==> config.mk <==
export PLATFORM = sky130hd
export DESIGN_NAME = mesh_triangle_area_sum_top
export DESIGN_NICKNAME = d
export VERILOG_FILES = /design/src/rtl/mtas_pkg.sv /design/src/rtl/mesh_triangle_area_sum_top.sv /design/src/rtl/mtas_front.sv /design/src/rtl/mtas_fifo.sv /design/src/rtl/mtas_sqrt.sv /design/src/rtl/mtas_core.sv
export SDC_FILE = /design/constraint.sdc
export NUM_CORES = 2
export LEC_CHECK = 0
export ABC_AREA = 1
export BUFFER_PORTS_ARGS = -buffer_cell sky130_fd_sc_hd__buf_4
export CORE_MARGIN = 5
export CORE_UTILIZATION = 40
export DETAILED_ROUTE_END_ITERATION = 10
export PLACE_DENSITY_LB_ADDON = 0.2
export RECOVER_POWER = 100
export SLEW_MARGIN = 0
export SYNTH_ARGS = -nofsm -noshare
export SYNTH_HDL_FRONTEND = slang
export SYNTH_HIERARCHICAL = 1
export SYNTH_SLANG_ARGS = --single-unit
export TNS_END_PERCENT = 30
==> constraint.sdc <==
create_clock -name clk -period 14.3 [get_ports clk]
set_clock_uncertainty 0.05 [all_clocks]
set_input_delay 1.43 -clock clk [delete_from_list [all_inputs] [get_ports clk]]
set_output_delay 1.43 -clock clk [all_outputs]
set_load 0.01 [all_outputs]
==> src/rtl/mtas_pkg.sv <==
package mtas_pkg;

  // fixed result widths
  localparam int AREA_W = 48;
  localparam int SUM_W  = 64;

  // occupancy of the queue between the front and back parts
  typedef struct packed {
    logic full;
    logic empty;
  } q_stat_t;

endpackage

==> src/rtl/mesh_triangle_area_sum_top.sv <==
// channel  | handshake          | payload
// in       | in_valid/in_ready  | in_vert_{a,b,c}_{x,y,z}, in_last_triangle
// out      | out_valid/out_ready| out_triangle_area, out_area_total,
//          |                    | out_total_saturated, out_is_final
//
// One triangle's time in the back part is set by the shared one-bit-per-cycle root
// unit and the shift-add multiplier. A two-entry queue takes input beats while the
// back part works.
// Reset (rst_n, synchronous) clears the queue, sequencer, running sum and flag.
// A held result beat stalls the back part only when the next result is ready.
module mesh_triangle_area_sum_top #(
  parameter int COORD_BITS      = 16,
  parameter int COORD_FRAC_BITS = 4
) (
  input  logic                               clk,
  input  logic                               rst_n,
  input  logic                               in_valid,
  output logic                               in_ready,
  input  logic signed [COORD_BITS-1:0]       in_vert_a_x,
  input  logic signed [COORD_BITS-1:0]       in_vert_a_y,
  input  logic signed [COORD_BITS-1:0]       in_vert_a_z,
  input  logic signed [COORD_BITS-1:0]       in_vert_b_x,
  input  logic signed [COORD_BITS-1:0]       in_vert_b_y,
  input  logic signed [COORD_BITS-1:0]       in_vert_b_z,
  input  logic signed [COORD_BITS-1:0]       in_vert_c_x,
  input  logic signed [COORD_BITS-1:0]       in_vert_c_y,
  input  logic signed [COORD_BITS-1:0]       in_vert_c_z,
  input  logic                               in_last_triangle,
  output logic                               out_valid,
  input  logic                               out_ready,
  output logic [mtas_pkg::AREA_W-1:0]        out_triangle_area,
  output logic [mtas_pkg::SUM_W-1:0]         out_area_total,
  output logic                               out_total_saturated,
  output logic                               out_is_final
);
  import mtas_pkg::*;

  localparam int QW = 9 * COORD_BITS + 1;

  logic [8:0][COORD_BITS-1:0] coord;
  logic                       push, pop;
  logic [QW-1:0]              push_data, q_data;
  q_stat_t                    q_stat;

  assign coord = {in_vert_c_z, in_vert_c_y, in_vert_c_x,
                  in_vert_b_z, in_vert_b_y, in_vert_b_x,
                  in_vert_a_z, in_vert_a_y, in_vert_a_x};

  mtas_front #(.CB(COORD_BITS)) u_front (
    .in_valid      (in_valid),
    .in_ready      (in_ready),
    .coord         (coord),
    .last_triangle (in_last_triangle),
    .q_stat        (q_stat),
    .push          (push),
    .push_data     (push_data)
  );

  mtas_fifo #(.W(QW)) u_fifo (
    .clk   (clk),
    .rst_n (rst_n),
    .push  (push),
    .wdata (push_data),
    .pop   (pop),
    .rdata (q_data),
    .stat  (q_stat)
  );

  mtas_core #(.CB(COORD_BITS), .FB(COORD_FRAC_BITS)) u_core (
    .clk                 (clk),
    .rst_n               (rst_n),
    .q_stat              (q_stat),
    .q_data              (q_data),
    .pop                 (pop),
    .out_valid           (out_valid),
    .out_ready           (out_ready),
    .out_triangle_area   (out_triangle_area),
    .out_area_total      (out_area_total),
    .out_total_saturated (out_total_saturated),
    .out_is_final        (out_is_final)
  );

endmodule

==> src/rtl/mtas_front.sv <==
module mtas_front #(
  parameter int CB = 16
) (
  input  logic                 in_valid,
  output logic                 in_ready,
  input  logic [8:0][CB-1:0]   coord,
  input  logic                 last_triangle,
  input  mtas_pkg::q_stat_t    q_stat,
  output logic                 push,
  output logic [9*CB:0]        push_data
);
  import mtas_pkg::*;

  logic [8:0][CB-1:0] absd;

  // accept a beat whenever the queue has room
  assign in_ready = !q_stat.full;
  assign push     = in_valid && !q_stat.full;

  // per edge and axis, take the absolute coordinate difference
  // edges: first-second, first-third, third-second
  for (genvar e = 0; e < 3; e++) begin : g_edge
    for (genvar k = 0; k < 3; k++) begin : g_axis
      localparam int P = (e == 2) ? 2 : 0;
      localparam int Q = (e == 0) ? 1 : ((e == 1) ? 2 : 1);
      logic signed [CB:0] diff;
      logic        [CB:0] mag;
      always_comb begin
        diff = $signed({coord[P*3+k][CB-1], coord[P*3+k]})
             - $signed({coord[Q*3+k][CB-1], coord[Q*3+k]});
        mag  = diff[CB] ? (~diff + 1'b1) : diff;
        absd[e*3+k] = mag[CB-1:0];
      end
    end
  end

  assign push_data = {last_triangle, absd};

endmodule

==> src/rtl/mtas_fifo.sv <==
module mtas_fifo #(
  parameter int W = 8
) (
  input  logic              clk,
  input  logic              rst_n,
  input  logic              push,
  input  logic [W-1:0]      wdata,
  input  logic              pop,
  output logic [W-1:0]      rdata,
  output mtas_pkg::q_stat_t stat
);
  import mtas_pkg::*;

  logic [W-1:0] mem [2];
  logic         wp_r, rp_r;
  logic [1:0]   cnt_r;

  assign stat.full  = (cnt_r == 2'd2);
  assign stat.empty = (cnt_r == 2'd0);
  assign rdata      = mem[rp_r];

  // store the entry
  always_ff @(posedge clk) begin
    if (push) begin
      mem[wp_r] <= wdata;
    end
  end

  // advance pointers and count
  always_ff @(posedge clk) begin
    if (!rst_n) begin
      wp_r  <= 1'b0;
      rp_r  <= 1'b0;
      cnt_r <= 2'd0;
    end else begin
      if (push) begin
        wp_r <= ~wp_r;
      end
      if (pop) begin
        rp_r <= ~rp_r;
      end
      if (push && !pop) begin
        cnt_r <= cnt_r + 2'd1;
      end else if (pop && !push) begin
        cnt_r <= cnt_r - 2'd1;
      end
    end
  end

endmodule

==> src/rtl/mtas_sqrt.sv <==
module mtas_sqrt #(
  parameter int PW = 92,
  parameter int RW = PW / 2,
  parameter int NW = $clog2(RW + 1)
) (
  input  logic          clk,
  input  logic          rst_n,
  input  logic          start,
  input  logic [PW-1:0] rad,
  input  logic [NW-1:0] npairs,
  output logic          busy,
  output logic [RW-1:0] root
);
  import mtas_pkg::*;

  logic [PW-1:0] rad_r, rad_nxt;
  logic [RW+1:0] rem_r, rem_nxt;
  logic [RW-1:0] root_r, root_nxt;
  logic [NW-1:0] cnt_r;
  logic [RW+3:0] tmp, trial, rem_sub;

  assign busy = (cnt_r != '0);
  assign root = root_r;

  // one root bit per cycle, radicand consumed from its top two bits
  always_comb begin
    tmp     = {rem_r, rad_r[PW-1:PW-2]};
    trial   = {2'b00, root_r, 2'b01};
    rem_sub = tmp - trial;
    rad_nxt = rad_r << 2;
    if (tmp >= trial) begin
      rem_nxt  = rem_sub[RW+1:0];
      root_nxt = {root_r[RW-2:0], 1'b1};
    end else begin
      rem_nxt  = tmp[RW+1:0];
      root_nxt = {root_r[RW-2:0], 1'b0};
    end
  end

  always_ff @(posedge clk) begin
    if (start) begin
      rad_r  <= rad;
      rem_r  <= '0;
      root_r <= '0;
    end else if (busy) begin
      rad_r  <= rad_nxt;
      rem_r  <= rem_nxt;
      root_r <= root_nxt;
    end
  end

  always_ff @(posedge clk) begin
    if (!rst_n) begin
      cnt_r <= '0;
    end else if (start) begin
      cnt_r <= npairs;
    end else if (busy) begin
      cnt_r <= cnt_r - 1'b1;
    end
  end

endmodule

==> src/rtl/mtas_core.sv <==
module mtas_core #(
  parameter int CB = 16,
  parameter int FB = 4
) (
  input  logic                            clk,
  input  logic                            rst_n,
  input  mtas_pkg::q_stat_t               q_stat,
  input  logic [9*CB:0]                   q_data,
  output logic                            pop,
  output logic                            out_valid,
  input  logic                            out_ready,
  output logic [mtas_pkg::AREA_W-1:0]     out_triangle_area,
  output logic [mtas_pkg::SUM_W-1:0]      out_area_total,
  output logic                            out_total_saturated,
  output logic                            out_is_final
);
  import mtas_pkg::*;

  localparam int LB = CB + FB + 1;   // edge length width
  localparam int SW = LB + 2;        // perimeter width
  localparam int PW = 4 * SW;        // Heron product width
  localparam int RW = PW / 2;
  localparam int NW = $clog2(RW + 1);
  localparam int MW = $clog2(SW + 1);
  localparam int EW = 2 * CB + 2;    // squared distance width
  localparam int ER = EW + 2 * FB;   // edge radicand width

  localparam logic [3:0] ST_IDLE = 4'd0;
  localparam logic [3:0] ST_SQ   = 4'd1;
  localparam logic [3:0] ST_ESS  = 4'd2;
  localparam logic [3:0] ST_EW   = 4'd3;
  localparam logic [3:0] ST_SUM  = 4'd4;
  localparam logic [3:0] ST_MUL  = 4'd5;
  localparam logic [3:0] ST_ASS  = 4'd6;
  localparam logic [3:0] ST_AW   = 4'd7;
  localparam logic [3:0] ST_RES  = 4'd8;

  logic [3:0]           state_r, state_nxt;
  logic [8:0][CB-1:0]   d_r;
  logic                 last_r;
  logic [1:0]           e_r, e_nxt, k_r, k_nxt;
  logic [EW-1:0]        esum_r, esum_nxt;
  logic [2:0][LB-1:0]   len_r;
  logic [2:0][SW-1:0]   f_r;
  logic [1:0]           m_r, m_nxt;
  logic [PW-1:0]        macc_r, macc_nxt, mc_r, mc_nxt;
  logic [SW-1:0]        mp_r, mp_nxt;
  logic [MW-1:0]        mcnt_r, mcnt_nxt;
  logic [AREA_W-1:0]    area_r;
  logic [SUM_W-1:0]     acc_r;
  logic                 sat_r;

  logic [3:0]           d_idx;
  logic [2*CB-1:0]      sq;
  logic [SW-1:0]        s_c;
  logic [2:0][SW-1:0]   f_c;
  logic [PW-1:0]        macc_add;

  logic                 sq_start, sq_busy;
  logic [PW-1:0]        sq_rad;
  logic [NW-1:0]        sq_n;
  logic [RW-1:0]        sq_root;

  logic [RW+AREA_W-1:0] area_ext;
  logic [AREA_W-1:0]    area_c;
  logic [SUM_W:0]       sum_c;
  logic [SUM_W-1:0]     tot_c;
  logic                 sat_c, load_out;

  // shared iterative root unit
  mtas_sqrt #(.PW(PW)) u_sqrt (
    .clk    (clk),
    .rst_n  (rst_n),
    .start  (sq_start),
    .rad    (sq_rad),
    .npairs (sq_n),
    .busy   (sq_busy),
    .root   (sq_root)
  );

  // left-align the edge radicand; its low 2*FB bits are zero
  assign sq_start = (state_r == ST_ESS) || (state_r == ST_ASS);
  assign sq_rad   = (state_r == ST_ESS) ? ({{(PW-EW){1'b0}}, esum_r} << (PW - EW)) : macc_r;
  assign sq_n     = (state_r == ST_ESS) ? NW'(ER / 2) : NW'(RW);

  // squared distance of one axis
  assign d_idx = 4'(e_r) * 4'd3 + 4'(k_r);
  assign sq    = d_r[d_idx] * d_r[d_idx];

  // perimeter and clamped Heron factors
  always_comb begin
    s_c = SW'(len_r[0]) + SW'(len_r[1]) + SW'(len_r[2]);
    for (int i = 0; i < 3; i++) begin
      f_c[i] = (s_c > {len_r[i], 1'b0}) ? (s_c - {len_r[i], 1'b0}) : '0;
    end
  end

  assign macc_add = mp_r[0] ? (macc_r + mc_r) : macc_r;

  // drop the two fraction bits of the root and saturate to the area width
  always_comb begin
    area_ext = {{AREA_W{1'b0}}, sq_root} >> 2;
    area_c   = (|area_ext[RW+AREA_W-1:AREA_W]) ? '1 : area_ext[AREA_W-1:0];
  end

  // saturating running sum
  always_comb begin
    sum_c = {1'b0, acc_r} + {{(SUM_W-AREA_W+1){1'b0}}, area_r};
    tot_c = sum_c[SUM_W] ? '1 : sum_c[SUM_W-1:0];
    sat_c = sat_r || (tot_c == '1);
  end

  assign load_out = (state_r == ST_RES) && (!out_valid || out_ready);
  assign pop      = (state_r == ST_IDLE) && !q_stat.empty;

  // sequencer
  always_comb begin
    state_nxt = state_r;
    e_nxt     = e_r;
    k_nxt     = k_r;
    esum_nxt  = esum_r;
    m_nxt     = m_r;
    macc_nxt  = macc_r;
    mc_nxt    = mc_r;
    mp_nxt    = mp_r;
    mcnt_nxt  = mcnt_r;
    case (state_r)
      ST_IDLE: begin
        if (!q_stat.empty) begin
          e_nxt     = 2'd0;
          k_nxt     = 2'd0;
          esum_nxt  = '0;
          state_nxt = ST_SQ;
        end
      end
      ST_SQ: begin
        esum_nxt = esum_r + EW'(sq);
        k_nxt    = k_r + 2'd1;
        if (k_r == 2'd2) begin
          state_nxt = ST_ESS;
        end
      end
      ST_ESS: begin
        state_nxt = ST_EW;
      end
      ST_EW: begin
        if (!sq_busy) begin
          if (e_r == 2'd2) begin
            state_nxt = ST_SUM;
          end else begin
            e_nxt     = e_r + 2'd1;
            k_nxt     = 2'd0;
            esum_nxt  = '0;
            state_nxt = ST_SQ;
          end
        end
      end
      ST_SUM: begin
        macc_nxt  = '0;
        mc_nxt    = PW'(s_c);
        mp_nxt    = f_c[0];
        mcnt_nxt  = MW'(SW);
        m_nxt     = 2'd0;
        state_nxt = ST_MUL;
      end
      ST_MUL: begin
        macc_nxt = macc_add;
        mc_nxt   = mc_r << 1;
        mp_nxt   = mp_r >> 1;
        mcnt_nxt = mcnt_r - 1'b1;
        if (mcnt_r == MW'(1)) begin
          if (m_r == 2'd2) begin
            state_nxt = ST_ASS;
          end else begin
            m_nxt    = m_r + 2'd1;
            macc_nxt = '0;
            mc_nxt   = macc_add;
            mp_nxt   = f_r[2'(m_r + 2'd1)];
            mcnt_nxt = MW'(SW);
          end
        end
      end
      ST_ASS: begin
        state_nxt = ST_AW;
      end
      ST_AW: begin
        if (!sq_busy) begin
          state_nxt = ST_RES;
        end
      end
      ST_RES: begin
        if (load_out) begin
          state_nxt = ST_IDLE;
        end
      end
      default: begin
        state_nxt = ST_IDLE;
      end
    endcase
  end

  // datapath registers
  always_ff @(posedge clk) begin
    e_r    <= e_nxt;
    k_r    <= k_nxt;
    esum_r <= esum_nxt;
    m_r    <= m_nxt;
    macc_r <= macc_nxt;
    mc_r   <= mc_nxt;
    mp_r   <= mp_nxt;
    mcnt_r <= mcnt_nxt;
    if (pop) begin
      d_r    <= q_data[9*CB-1:0];
      last_r <= q_data[9*CB];
    end
    if (state_r == ST_EW && !sq_busy) begin
      len_r[e_r] <= sq_root[LB-1:0];
    end
    if (state_r == ST_SUM) begin
      f_r <= f_c;
    end
    if (state_r == ST_AW) begin
      area_r <= area_c;
    end
    if (load_out) begin
      out_triangle_area   <= area_r;
      out_area_total      <= tot_c;
      out_total_saturated <= sat_c;
      out_is_final        <= last_r;
    end
  end

  // control state, running sum and result beat
  always_ff @(posedge clk) begin
    if (!rst_n) begin
      state_r   <= ST_IDLE;
      acc_r     <= '0;
      sat_r     <= 1'b0;
      out_valid <= 1'b0;
    end else begin
      state_r <= state_nxt;
      if (load_out) begin
        acc_r     <= last_r ? '0 : tot_c;
        sat_r     <= last_r ? 1'b0 : sat_c;
        out_valid <= 1'b1;
      end else if (out_ready) begin
        out_valid <= 1'b0;
      end
    end
  end

`ifndef SYNTHESIS
  a_sat_holds_max: assert property (@(posedge clk) disable iff (!rst_n)
    sat_r |-> (acc_r == '1))
    else $error("saturation flag set while sum below maximum");

  a_idle_root_free: assert property (@(posedge clk) disable iff (!rst_n)
    (state_r == ST_IDLE) |-> !sq_busy)
    else $error("root unit busy while back part idle");

  a_mul_count: assert property (@(posedge clk) disable iff (!rst_n)
    (state_r == ST_MUL) |-> (mcnt_r != '0))
    else $error("multiply step count ran out");

  a_load_after_pop: assert property (@(posedge clk) disable iff (!rst_n)
    pop |=> (state_r == ST_SQ))
    else $error("popped entry not taken into edge pass");
`endif

endmodule

==> impl_metrics.xml <==
<?xml version="1.0" encoding="UTF-8"?>
<metrics>
  <group name="status">
    <metric name="outcome" unit="">finished with violations</metric>
    <metric name="violated_checks" unit="">max-capacitance violations, max-slew violations</metric>
  </group>
  <group name="critical_path">
    <metric name="timing.critical_path.buf_inv" unit="">10</metric>
    <metric name="timing.reg2reg.worst_path_depth" unit="">32</metric>
    <metric name="cp_max_fo" unit="">38</metric>
    <metric name="required" unit="ns">14.81</metric>
    <metric name="setup.worst_path.end" unit="">u_core/esum_r[31]</metric>
    <metric name="worstPathArrival" unit="ns">11.72</metric>
    <metric name="worst_setup_path_start_kind" unit="">flop</metric>
    <metric name="startpoint" unit="">u_core/e_r[0]</metric>
    <metric name="crit_path_end_kind" unit="">flop</metric>
    <metric name="crit_type" unit="">reg2reg</metric>
    <metric name="r2r-end" unit="">u_core/esum_r[31]</metric>
    <metric name="cp_max_stage_delay" unit="ns">1.31</metric>
    <metric name="reg2reg_setup_slack" unit="ns">3.09</metric>
    <metric name="crit_family" unit="">adder cells</metric>
    <metric name="worstSetupPathDepth" unit="">32</metric>
    <metric name="timing.rr.start" unit="">u_core/e_r[0]</metric>
    <metric name="cp_max_stage_cell" unit="">clkbuf_1</metric>
  </group>
  <group name="cells_and_area">
    <metric name="post_layout_nets" unit="">13193</metric>
    <metric name="mostFrequentLayoutCell" unit="">nand2_1</metric>
    <metric name="area_delta_synth_final" unit="%">8.95</metric>
    <metric name="layout_common_cells" unit="">3657 x nand2_1, 2057 x inv_1, 1129 x nor2_1, 1065 x edfxtp_1, 626 x nand3_1</metric>
    <metric name="drive_gt1_share" unit="%">5.18</metric>
  </group>
  <group name="sta">
    <metric name="setup_viol" unit="">0</metric>
    <metric name="final_worst_path_period_need" unit="ns">11.21</metric>
    <metric name="report.final.hold_viol_count" unit="">0</metric>
    <metric name="achievable-frequency" unit="MHz">89.2</metric>
    <metric name="final.period_utilization" unit="%">78.4</metric>
    <metric name="slew_viol_final" unit="">2117</metric>
    <metric name="final.setup.tns" unit="ns">0</metric>
    <metric name="slew_headroom" unit="%">-470</metric>
    <metric name="rsz_0062_raised_after_global_routing" unit="">no</metric>
    <metric name="worst-slew-pin-transition" unit="ns">8.55</metric>
  </group>
  <group name="clock_tree">
    <metric name="clock_tree.root_cell" unit="">clkbuf_16</metric>
    <metric name="cts_resized" unit="">0</metric>
    <metric name="clock_insertion_delay_worst_skew" unit="ns">0.83</metric>
    <metric name="cts_buffer_depth" unit="">3</metric>
    <metric name="clkSinkCount" unit="">1240</metric>
    <metric name="cts_tree" unit="">built</metric>
    <metric name="cts_made_buffers" unit="">144</metric>
    <metric name="clkTransAtPathRegs" unit="ns">0.06</metric>
    <metric name="cts_hold_buf" unit="">0</metric>
    <metric name="postCtsSetupRepairBufs" unit="">0</metric>
    <metric name="cts_max_level" unit="">4</metric>
  </group>
  <group name="yosys">
    <metric name="postSynthAreaPerCell" unit="sq um">7.65</metric>
    <metric name="ys.flop_type" unit="">edfxtp_1</metric>
    <metric name="yosys-mux-area-fraction" unit="%">1.98</metric>
    <metric name="yosys-top-cells-area" unit="">edfxtp_1 35%, nand2_1 15%, inv_1 8.3%, ha_1 7.5%, fa_1 4.6%</metric>
    <metric name="fraction_of_the_mapped_netlist_area_in_compound_gates" unit="%">8.61</metric>
    <metric name="postSynth.asyncResetShare" unit="%">0</metric>
    <metric name="yosys.area_share.adder" unit="%">12.2</metric>
    <metric name="synth_top_area_share" unit="%">34.5</metric>
    <metric name="area_fraction_in_and_or_nand_and_nor_cells_after_synthesis" unit="%">26.1</metric>
    <metric name="synth_cell_types" unit="">71</metric>
    <metric name="synth_xor_xnor_area_share" unit="%">2.61</metric>
    <metric name="synth_area" unit="sq um">92700</metric>
    <metric name="dominant_combinational_cell_family_by_area_after_synthesis" unit="">simple AND/OR/NAND/NOR gates</metric>
    <metric name="synth_area_leader_cell" unit="">edfxtp_1</metric>
    <metric name="synth_warnings" unit="">6</metric>
    <metric name="synth_enable_flop_cells" unit="">1065</metric>
    <metric name="synthesis_stage_register_bit_count" unit="">1240</metric>
    <metric name="netlist_instances" unit="">12106</metric>
    <metric name="synth_sequential_area_ratio" unit="%">38.3</metric>
  </group>
  <group name="global_routing">
    <metric name="grt_pass1_wl" unit="um">462000</metric>
    <metric name="vias_in_the_first_global_route" unit="">77178</metric>
    <metric name="pin_count_of_the_biggest_net_entering_global_routing" unit="">152</metric>
    <metric name="antenna_found_initial" unit="">4</metric>
    <metric name="grt_usage" unit="%">24.5</metric>
    <metric name="grt_remaining_overflow" unit="">0</metric>
  </group>
  <group name="floorplanning">
    <metric name="die_area" unit="sq um">241000</metric>
    <metric name="die_h" unit="um">491</metric>
    <metric name="io-pin-count" unit="">265</metric>
    <metric name="placementRows" unit="">176</metric>
    <metric name="core_area" unit="sq um">230000</metric>
    <metric name="start_util" unit="%">40.2</metric>
    <metric name="floorplan.die.width" unit="um">491</metric>
  </group>
  <group name="drt">
    <metric name="wl_per_instance" unit="um">19.7</metric>
    <metric name="drt_iter0_drc" unit="">6320</metric>
    <metric name="postRouteWirelength" unit="um">304000</metric>
    <metric name="count_of_vias_placed_by_the_detailed_router" unit="">79248</metric>
    <metric name="ratio_of_routed_vias_to_standard_cells" unit="">5.14</metric>
    <metric name="detail_route.drc_violations" unit="">0</metric>
    <metric name="drtAntennaViolNets" unit="">0</metric>
    <metric name="firstDrtPassIters" unit="">7</metric>
  </group>
  <group name="place">
    <metric name="place_congestion" unit="">0.979</metric>
    <metric name="dpl.hpwl" unit="um">243000</metric>
    <metric name="port_buffers" unit="">260</metric>
  </group>
  <group name="hold_path">
    <metric name="holdCritPathClass" unit="">reg2reg</metric>
  </group>
  <group name="flow_run">
    <metric name="timing.max_cap.violations" unit="">39</metric>
  </group>
</metrics>
-- flip-flops by register name, summed over array words and instances (netlist names), 44 cells and up, named ones only --
name and flops:
u_core/f_r 69, u_core/out_area_total 64, u_core/area_r 44, u_core/acc_r 64, u_core/len_r 63, u_core/macc_r 92, u_fifo/mem 290, u_core/u_sqrt/rem_r 48
u_core/u_sqrt/root 46, u_core/out_triangle_area 44, u_core/mc_r 92, u_core/u_sqrt/rad_r 92, u_core/d_r 144
-- Yosys cell counts, drive strengths merged, types with 145 or more instances --
library cell / n
a21oi: 612
edfxtp: 1065
dfxtp: 175
o21ai: 449
fa: 213
buf: 160
nand2: 3704
nor2: 1178
xor2: 169
ha: 559
mux2: 145
nand3: 631
inv: 2101
-- stage by stage --
stage               utilization (%)  area (sq um)  cells  setup WS [ns]  hold slack [ns]
floorplan                         -         92700  12109           2.36            0.358
global placement               42.3         97300  15152           4.55            0.364
detailed placement             42.3         97300  15152           4.55            0.366
CTS                            44.3        102000  15415           4.48            0.376
global route                   43.8        101000  15416           2.29            0.376
finish                         43.8        101000  15417           3.09            0.377
-- layout make-up --
cell class	instances	area, sq um
Antenna cell	2	5.00
Clock buffer	178	3870
Clock inverter	85	807
Fill cell	23675	129000
Inverter	2112	7940
Multi-Input combinational cell	8461	47300
Sequential cell	1240	35500
Tap cell	3026	3790
Timing Repair Buffer	313	1790
-- kinds of logic (layout without fill, tap and decap cells) --
kind of cell / count (synthesis) / in the layout
and+or+nand+nor: 5858 / 5858
buffers and inverters: 2408 / 2688
AOI/OAI and AO/OA: 1406 / 1406
DFF: 1240 / 1240
adders and majority gates: 772 / 772
xor gates and xnor gates: 274 / 274
muxes: 146 / 146
other: 2 / 7
-- per-layer routing --
metal	wire [um]	share of wire, %	up-vias	global-route usage, %
met5	7	0.0023	-	0
met2	144000	47	2064	41.9
li1	-	-	39169	-
met1	137000	45	37643	33.3
met4	7840	2.6	2	5.89
met3	14900	4.9	370	2.73
-- worst min path at each step --
stage | end | from | cells past startpoint | slack [ns]
2_1_floorplan | u_core/area_r[43] | u_core/u_sqrt/root[45] | 0 | 0.36
3_3_place_gp | u_core/area_r[23] | u_core/u_sqrt/root[25] | 0 | 0.36
3_5_place_dp | u_core/area_r[34] | u_core/u_sqrt/root[36] | 0 | 0.37
4_1_cts | u_core/area_r[34] | u_core/u_sqrt/root[36] | 0 | 0.38
5_1_grt | u_core/area_r[34] | u_core/u_sqrt/root[36] | 0 | 0.38
6_report | u_core/area_r[34] | u_core/u_sqrt/root[36] | 0 | 0.38
Power is not shown: default switching activity piles up to over one toggle a cycle in this logic, so the estimate is an artifact.
